[src/design/lob_pkg.sv]
// Shared types, constants and helpers for the limit order book matcher.
package lob_pkg;

  localparam int unsigned LEVEL_COUNT      = 1024;
  localparam int unsigned ORDER_SLOTS      = 4096;
  localparam int unsigned TRADES_PER_MATCH = 64;

  localparam int unsigned LEVEL_W = $clog2(LEVEL_COUNT);
  localparam int unsigned QUEUE_W = LEVEL_W + 1;
  localparam int unsigned SLOT_W  = $clog2(ORDER_SLOTS);
  localparam int unsigned TCNT_W  = $clog2(TRADES_PER_MATCH + 1);
  localparam int unsigned PRICE_W = 24;
  localparam int unsigned QTY_W   = 48;

  localparam logic [PRICE_W-1:0] PRICE_BASE_RESET = 24'd9500;

  localparam logic [1:0] OP_ADD    = 2'd0;
  localparam logic [1:0] OP_CANCEL = 2'd1;
  localparam logic [1:0] OP_MATCH  = 2'd2;

  localparam logic [1:0] KIND_ADD_ACK    = 2'd0;
  localparam logic [1:0] KIND_CANCEL_ACK = 2'd1;
  localparam logic [1:0] KIND_TRADE      = 2'd2;
  localparam logic [1:0] KIND_NO_MATCH   = 2'd3;

  localparam logic [2:0] ST_OK         = 3'd0;
  localparam logic [2:0] ST_PRICE_OFF  = 3'd1;
  localparam logic [2:0] ST_ZERO_QTY   = 3'd2;
  localparam logic [2:0] ST_POOL_FULL  = 3'd3;
  localparam logic [2:0] ST_UNKNOWN_ID = 3'd4;

  typedef struct packed {
    logic [1:0]         operation;
    logic               side;
    logic [PRICE_W-1:0] price;
    logic [QTY_W-1:0]   quantity;
    logic [11:0]        order_ref;
  } in_item_t;

  typedef struct packed {
    logic [1:0]         result_kind;
    logic [2:0]         status;
    logic [11:0]        assigned_id;
    logic [11:0]        buyer_id;
    logic [11:0]        seller_id;
    logic [PRICE_W-1:0] trade_price;
    logic [QTY_W-1:0]   trade_quantity;
    logic               more_pending;
    logic               last;
  } out_item_t;

  typedef enum logic [3:0] {
    CMD_NONE, CMD_CLEAR, CMD_LOAD, CMD_ADD_CHECK, CMD_ADD_FIN, CMD_CAN_FIN,
    CMD_SB_READ, CMD_SB_CHECK, CMD_SA_READ, CMD_SA_CHECK, CMD_T_CHECK,
    CMD_T_READ_B, CMD_T_FILL, CMD_T_UPD_B, CMD_T_UPD_A, CMD_M_FIN
  } dp_cmd_e;

  typedef struct packed {
    logic clear_done;
    logic add_reject;
    logic bid_empty;
    logic ask_empty;
    logic head_zero;
    logic trade_go;
  } dp_status_t;

  function automatic out_item_t mk_result(logic [1:0] kind, logic [2:0] st,
                                          logic [11:0] id, logic [11:0] buyer,
                                          logic [11:0] seller, logic [PRICE_W-1:0] px,
                                          logic [QTY_W-1:0] qty, logic more,
                                          logic last_flag);
    out_item_t r;
    r.result_kind    = kind;
    r.status         = st;
    r.assigned_id    = id;
    r.buyer_id       = buyer;
    r.seller_id      = seller;
    r.trade_price    = px;
    r.trade_quantity = qty;
    r.more_pending   = more;
    r.last           = last_flag;
    return r;
  endfunction

endpackage

[src/design/lob_ctrl.sv]
// Controller state machine sequencing add, cancel and match through the datapath.
module lob_ctrl (
  input  logic                clk_i,
  input  logic                rst_ni,
  input  logic                start,
  input  logic [1:0]          operation_i,
  input  lob_pkg::dp_status_t status_i,
  output lob_pkg::dp_cmd_e    cmd_o,
  output logic                busy
);
  import lob_pkg::*;

  typedef enum logic [16:0] {
    S_CLEAR   = 17'b00000000000000001,
    S_IDLE    = 17'b00000000000000010,
    S_ADD_CHK = 17'b00000000000000100,
    S_ADD_FIN = 17'b00000000000001000,
    S_CAN_FIN = 17'b00000000000010000,
    S_SB_RD   = 17'b00000000000100000,
    S_SB_CHK  = 17'b00000000001000000,
    S_SA_RD   = 17'b00000000010000000,
    S_SA_CHK  = 17'b00000000100000000,
    S_T_CHK   = 17'b00000001000000000,
    S_T_RDB   = 17'b00000010000000000,
    S_T_FILL  = 17'b00000100000000000,
    S_T_UPB   = 17'b00001000000000000,
    S_T_UPA   = 17'b00010000000000000,
    S_M_FIN   = 17'b00100000000000000,
    S_SPARE_A = 17'b01000000000000000,
    S_SPARE_B = 17'b10000000000000000
  } state_e;

  state_e state_q, state_d;

  always_comb begin
    state_d = state_q;
    cmd_o   = CMD_NONE;
    unique case (state_q)
      S_CLEAR: begin
        cmd_o = CMD_CLEAR;
        if (status_i.clear_done) state_d = S_IDLE;
      end
      S_IDLE: begin
        if (start) begin
          cmd_o = CMD_LOAD;
          unique case (operation_i)
            OP_ADD:    state_d = S_ADD_CHK;
            OP_CANCEL: state_d = S_CAN_FIN;
            OP_MATCH:  state_d = S_SB_RD;
            default:   state_d = S_IDLE;
          endcase
        end
      end
      S_ADD_CHK: begin
        cmd_o   = CMD_ADD_CHECK;
        state_d = status_i.add_reject ? S_IDLE : S_ADD_FIN;
      end
      S_ADD_FIN: begin
        cmd_o   = CMD_ADD_FIN;
        state_d = S_IDLE;
      end
      S_CAN_FIN: begin
        cmd_o   = CMD_CAN_FIN;
        state_d = S_IDLE;
      end
      S_SB_RD: begin
        cmd_o   = CMD_SB_READ;
        state_d = status_i.bid_empty ? S_SA_RD : S_SB_CHK;
      end
      S_SB_CHK: begin
        cmd_o   = CMD_SB_CHECK;
        state_d = status_i.head_zero ? S_SB_RD : S_SA_RD;
      end
      S_SA_RD: begin
        cmd_o   = CMD_SA_READ;
        state_d = status_i.ask_empty ? S_T_CHK : S_SA_CHK;
      end
      S_SA_CHK: begin
        cmd_o   = CMD_SA_CHECK;
        state_d = status_i.head_zero ? S_SA_RD : S_T_CHK;
      end
      S_T_CHK: begin
        cmd_o   = CMD_T_CHECK;
        state_d = status_i.trade_go ? S_T_RDB : S_M_FIN;
      end
      S_T_RDB: begin
        cmd_o   = CMD_T_READ_B;
        state_d = S_T_FILL;
      end
      S_T_FILL: begin
        cmd_o   = CMD_T_FILL;
        state_d = S_T_UPB;
      end
      S_T_UPB: begin
        cmd_o   = CMD_T_UPD_B;
        state_d = S_T_UPA;
      end
      S_T_UPA: begin
        cmd_o   = CMD_T_UPD_A;
        state_d = S_SB_RD;
      end
      S_M_FIN: begin
        cmd_o   = CMD_M_FIN;
        state_d = S_IDLE;
      end
      default: state_d = S_IDLE;
    endcase
  end

  always_ff @(posedge clk_i or negedge rst_ni) begin
    if (!rst_ni) begin
      state_q <= S_CLEAR;
    end else begin
      state_q <= state_d;
    end
  end

  assign busy = (state_q != S_IDLE);

endmodule

[config.mk]
export PLATFORM = sky130hd
export DESIGN_NAME = lob_ctrl
export DESIGN_NICKNAME = d
export VERILOG_FILES = /design/src/design/lob_pkg.sv /design/src/design/lob_ctrl.sv
export SDC_FILE = /design/constraint.sdc
export NUM_CORES = 1
export LEC_CHECK = 0
export BUFFER_PORTS_ARGS = -buffer_cell sky130_fd_sc_hd__buf_2
export CAP_MARGIN = 20
export CELL_PAD_IN_SITES_DETAIL_PLACEMENT = 1
export CELL_PAD_IN_SITES_GLOBAL_PLACEMENT = 2
export CORE_MARGIN = 2
export CORE_UTILIZATION = 36
export DETAILED_ROUTE_END_ITERATION = 10
export HOLD_SLACK_MARGIN = 0.02
export PLACE_DENSITY = 0.86
export SYNTH_ARGS = -nofsm -noshare
export SYNTH_HDL_FRONTEND = slang
export SYNTH_SLANG_ARGS = --single-unit
[constraint.sdc]
create_clock -name clk_i -period 5.6 [get_ports clk_i]
set_input_delay 0.56 -clock clk_i [delete_from_list [all_inputs] [get_ports clk_i]]
set_output_delay 0.56 -clock clk_i [all_outputs]
set_load 0.01 [all_outputs]
## Word level (Yosys, flattened, before mapping)

Cells that the tools add are included.

| word-level totals | value |
|---|---|
| bits in registers | 17 |
| latch bits | 0 |
| memory bits (writable) | 0 |
| ROM bits | 0 |
| bits of input ports | 11 |
| output and inout port bits | 5 |
| logic and storage cells | 35 |
| memories kept | 0 |

| cells by class | value |
|---|---|
| add/sub/neg operators | 0 |
| multipliers | 0 |
| div/mod/pow operators | 0 |
| magnitude comparators | 0 |
| equality and inequality tests | 20 |
| shift-type cells | 0 |
| multiplexer cells | 12 |
| bitwise gates (word level) | 0 |
| reductions and logical operators | 2 |

Operator list:

| cell | number |
|---|---|
| $pmux 17 s12 | 1 |
| $pmux 4 s15 | 1 |
| $mux 17 | 2 |
| $mux 10 | 2 |
| $pmux 6 s3 | 1 |
| $eq 17x1->1 const B | 1 |
| $eq 17x10->1 const B | 1 |
| $eq 17x11->1 const B | 1 |
| $eq 17x12->1 const B | 1 |
| $eq 17x13->1 const B | 1 |
| $eq 17x14->1 const B | 1 |
| $eq 17x15->1 const B | 1 |
| $eq 17x2->1 const B | 1 |
| $eq 17x3->1 const B | 1 |
| $eq 17x4->1 const B | 1 |
| $eq 17x5->1 const B | 1 |
| $eq 17x6->1 const B | 1 |
| $eq 17x7->1 const B | 1 |
| $eq 17x8->1 const B | 1 |
| $eq 17x9->1 const B | 1 |
| $ne 17x2->1 const B | 1 |
| $mux 8 | 2 |
| $mux 15 | 1 |
| $mux 4 | 1 |
| 6 further kinds | 7 |

## Longest topological paths before layout

| logic depth | value |
|---|---|
| word-level depth | 4 |
| gate-level depth with buffers | 7 |

## Worst setup path before layout

No wires, ideal clock.

| timing path | value |
|---|---|
| path type | reg-to-output |
| start point | register state_q[5] |
| end point | output cmd_o[1] |
| arrival | 1,989 ps |
| data required time | 5,040 ps |
| setup slack | 3,051 ps |
| stages on the path, launching flop included | 8 |
| path buffers | 2 |
| cell sequence | dfrtp_1 buf_6 nor4_4 nand2_2 or4b_1 buf_2 or2_4 or3b_1 |

| between the ends | value |
|---|---|
| cells in the longest elaborated chain, start to end | 2 |
| elaborated cells between the ends (all ways) | 16 |

Ends and longest elaborated chain:

| what | RTL line | source |
|---|---|---|
| start, declared | lob_ctrl.sv:33 | `state_e state_q, state_d;` |
| start signal, assigned | lob_ctrl.sv:114 | `state_q <= state_d;` |
| $eq 17x15->1, or another cell as far along | lob_ctrl.sv:38 | `unique case (state_q)` |
| $pmux 4 s15 * | lob_ctrl.sv:38 |  |
| end, declared | lob_ctrl.sv:8 | `output lob_pkg::dp_cmd_e cmd_o,` |

Mark *: on every way between the ends. The rest lies on a longest branch, timed or not.

## Worst setup path in the final report

| timing path | value |
|---|---|
| start point | register state_q[8] |
| end point | output cmd_o[1] |

Same word-level chain as after synthesis.

==> results.sh <==
export IMPL_fp_dieW_um=57.9
export IMPL_worstMarginPinSlew_ns=0.685
export IMPL_netlist_area_um2=1050
export IMPL_max_cap_violations=0
export IMPL_finalMaxSlewViolations=0
export IMPL_overflow=0
export IMPL_numClockSinks=15
export IMPL_route_detailed_drc=0
export IMPL_grt_setup_unrepaired="false"
export IMPL_regMostFlops="state_q"
export IMPL_syn_avg_cell_area_um2=8.73
export IMPL_start_util_pct=38.0
export IMPL_grt_pass1_wl_mm=4.75
export IMPL_r2r_end="state_q[1]"
export IMPL_cts_tree="yes"
export IMPL_reg_largest_list="state_q (15)"
export IMPL_postRouteAntennaNets=0
export IMPL_crit_path_end="cmd_o[1]"
export IMPL_cp_start_kind="flip-flop"
export IMPL_setup_viol=0
export IMPL_synth_xor_area_share_pct=7.53
export IMPL_pwr_share_seq_pct=38.7
export IMPL_cts_root_buf="clkbuf_4"
export IMPL_synth_flop_cell="dfrtp_1"
export IMPL_yosysUniqueCellTypes=43
export IMPL_synth_compound_area_share_pct=9.92
export IMPL_antenna_found_initial=0
export IMPL_drive_gt1_share_pct=21.4
export IMPL_num_vias=970
export IMPL_p_comb_share_pct=41.7
export IMPL_clockBufferDepth=2
export IMPL_drtIter0Drc=30
export IMPL_max_freq_mhz=318
export IMPL_core_area_um2=2760
export IMPL_worst_r2r_path_depth=5
export IMPL_hp_class="in2async"
export IMPL_grt_pass1_vias=991
export IMPL_grt_max_degree=16
export IMPL_dp_hpwl_mm=2.13
export IMPL_rrSetupSlack_ns=3.25
export IMPL_syn_instance_count=120
export IMPL_viasPerCell=5.99
export IMPL_fin_worst_skew_ns=0.00287
export IMPL_ios=16
export IMPL_switching_share_pct=40.1
export IMPL_ctsHoldBuffers=0
export IMPL_nNetsFinal=143
export IMPL_p_sw_mw=0.135
export IMPL_synth_top_family_by_area="simple AND/OR/NAND/NOR gates"
export IMPL_fin_crit_sh_pct=56.2
export IMPL_finalHoldViolCount=0
export IMPL_leakage_nw=0.525
export IMPL_setup_tns_ns=0
export IMPL_worst_hold_slack_ns=0.163
export IMPL_synth_fp_nets=131
export IMPL_clkTransAtPathRegs_ns=0.10
export IMPL_status="complete, no violations"
export IMPL_cp_required_ns=5.04
export IMPL_insertedDiodeCount=0
export IMPL_place_inst=158
export IMPL_drt_total_wl_mm=2.79
export IMPL_first_pass_iters=4
export IMPL_cp_max_fo=11
export IMPL_ir_drop_v=0.000185
export IMPL_r2r_start="state_q[1]"
export IMPL_postCtsSetupRepairBufs=0
export IMPL_criticalPathCategory="reg2out"
export IMPL_ys_async_sr_fraction_pct=100
export IMPL_dieArea_um2=3360
export IMPL_grt_usage_pct=18.5
export IMPL_mostFrequentLayoutCells="15 x nor2_1, 15 x buf_2, 14 x dfrtp_1"
export IMPL_cts_max_level=1
export IMPL_ys_ff_latch=15
export IMPL_synth_edf_count=0
export IMPL_cts_repair_resized=0
export IMPL_largest_reg_flops=15
export IMPL_synth_simple_area_share_pct=39.7
export IMPL_wl_per_cell_um=17.2
export IMPL_cp_data_arrival_time_ns=2.59
export IMPL_area_growth_syn_to_layout_pct=9.56
export IMPL_slew_limit_headroom_pct=54.0
export IMPL_cts_made_buffers=3
export IMPL_power_frac_clock_pct=19.6
export IMPL_pwr_density_cell_nw_per_um2=293
export IMPL_min_period_ns=3.15
export IMPL_place_congestion=0.838
export IMPL_p_int_mw=0.201
export IMPL_muxShareOfSynthArea_pct=0.956
export IMPL_stdcell_count=162
export IMPL_setup_worst_path_start="state_q[8]"
export IMPL_num_rows=19
export IMPL_io_buffers=15
export IMPL_synth_adder_area_share_pct=0
export IMPL_ys_warn_count=0
export IMPL_insertion_delay_ns=0.29
export IMPL_yosysSeqAreaShare_pct=36.0
export IMPL_crit_path_end_kind="output pin"
export IMPL_die_y_um=57.9
## power by group through the flow
stage | Combinational, mW | Clock (mW) | Sequential, mW
floorplan | 0.109 | 0 | 0.126
global placement | 0.136 | 0 | 0.132
detailed placement | 0.137 | 0 | 0.132
CTS | 0.139 | 0.0682 | 0.130
global route | 0.153 | 0.0719 | 0.131
finish | 0.140 | 0.0657 | 0.130
## critical path, cell delays in order, from the launching register on
cell	delay, ns
dfrtp_1	0.53
nor3_1	0.42
nand3_1	0.16
or4b_1	0.63
or2_4	0.29
or3b_1	0.16
buf_2	0.12
## routing by layer
layer / vias up / wire, um / track usage (%)
met2: 21 / 1340 / 31.7
met5: - / 0 / 0
met4: 0 / 18 / 2.99
met1: 483 / 1310 / 23.4
met3: 2 / 126 / 5.58
li1: 464 / - / -
## how the worst min path moves through the flow
stage          startpoint          end
2_1_floorplan      rst_ni  state_q[10]
5_1_grt            rst_ni  state_q[10]
6_report           rst_ni  state_q[10]
3_3_place_gp       rst_ni   state_q[8]
3_5_place_dp       rst_ni   state_q[8]
4_1_cts            rst_ni  state_q[10]
## logic make-up after synthesis
family                 count (synthesis)
XOR/XNOR                               9
buffers and inverters                 14
AND/OR/NAND/NOR                       67
flip-flops                            15
AO/OA/AOI/OAI                         14
multiplexers                           1
## stage by stage
step           instance area (um^2)  power, mW  utilization (%)  setup slack (ns)
2_1_floorplan                  1050      0.235                -              3.05
4_1_cts                        1150      0.337             41.6              2.46
3_5_place_dp                   1120      0.269             40.7              2.81
5_1_grt                        1150      0.357             41.6              2.29
6_report                       1150      0.336             41.6              2.45
3_3_place_gp                   1120      0.268             40.7              2.75
## synthesized netlist by cell type (2+ instances only)
| cell type | n | area share, % |
|---|---|---|
| nor2_1 | 15 | 5.4 |
| dfrtp_1 | 14 | 33 |
| nand3_1 | 7 | 3.3 |
| inv_1 | 6 | 2.2 |
| nand2_1 | 6 | 2.2 |
| nor3_1 | 6 | 2.9 |
| clkbuf_1 | 5 | 1.8 |
| nor4b_1 | 5 | 4.2 |
| xnor2_1 | 5 | 4.2 |
| a21oi_1 | 4 | 1.9 |
| nand4_1 | 4 | 2.4 |
| xor2_1 | 4 | 3.3 |
| nor3b_1 | 3 | 2.2 |
| nor4_1 | 3 | 1.8 |
| buf_2 | 2 | 0.96 |
| nor2b_1 | 2 | 1.2 |
| o32ai_1 | 2 | 1.7 |
| or2_2 | 2 | 1.2 |
## cell type report
cell class	count	area (um^2)
Timing Repair Buffer	15	75.1
Multi-Input combinational cell	91	608
Clock buffer	4	26.3
Sequential cell	15	377
Inverter	6	22.5
Fill cell	335	1610
Tap cell	31	38.8
Note: power is estimated with default switching activity, not from simulation.
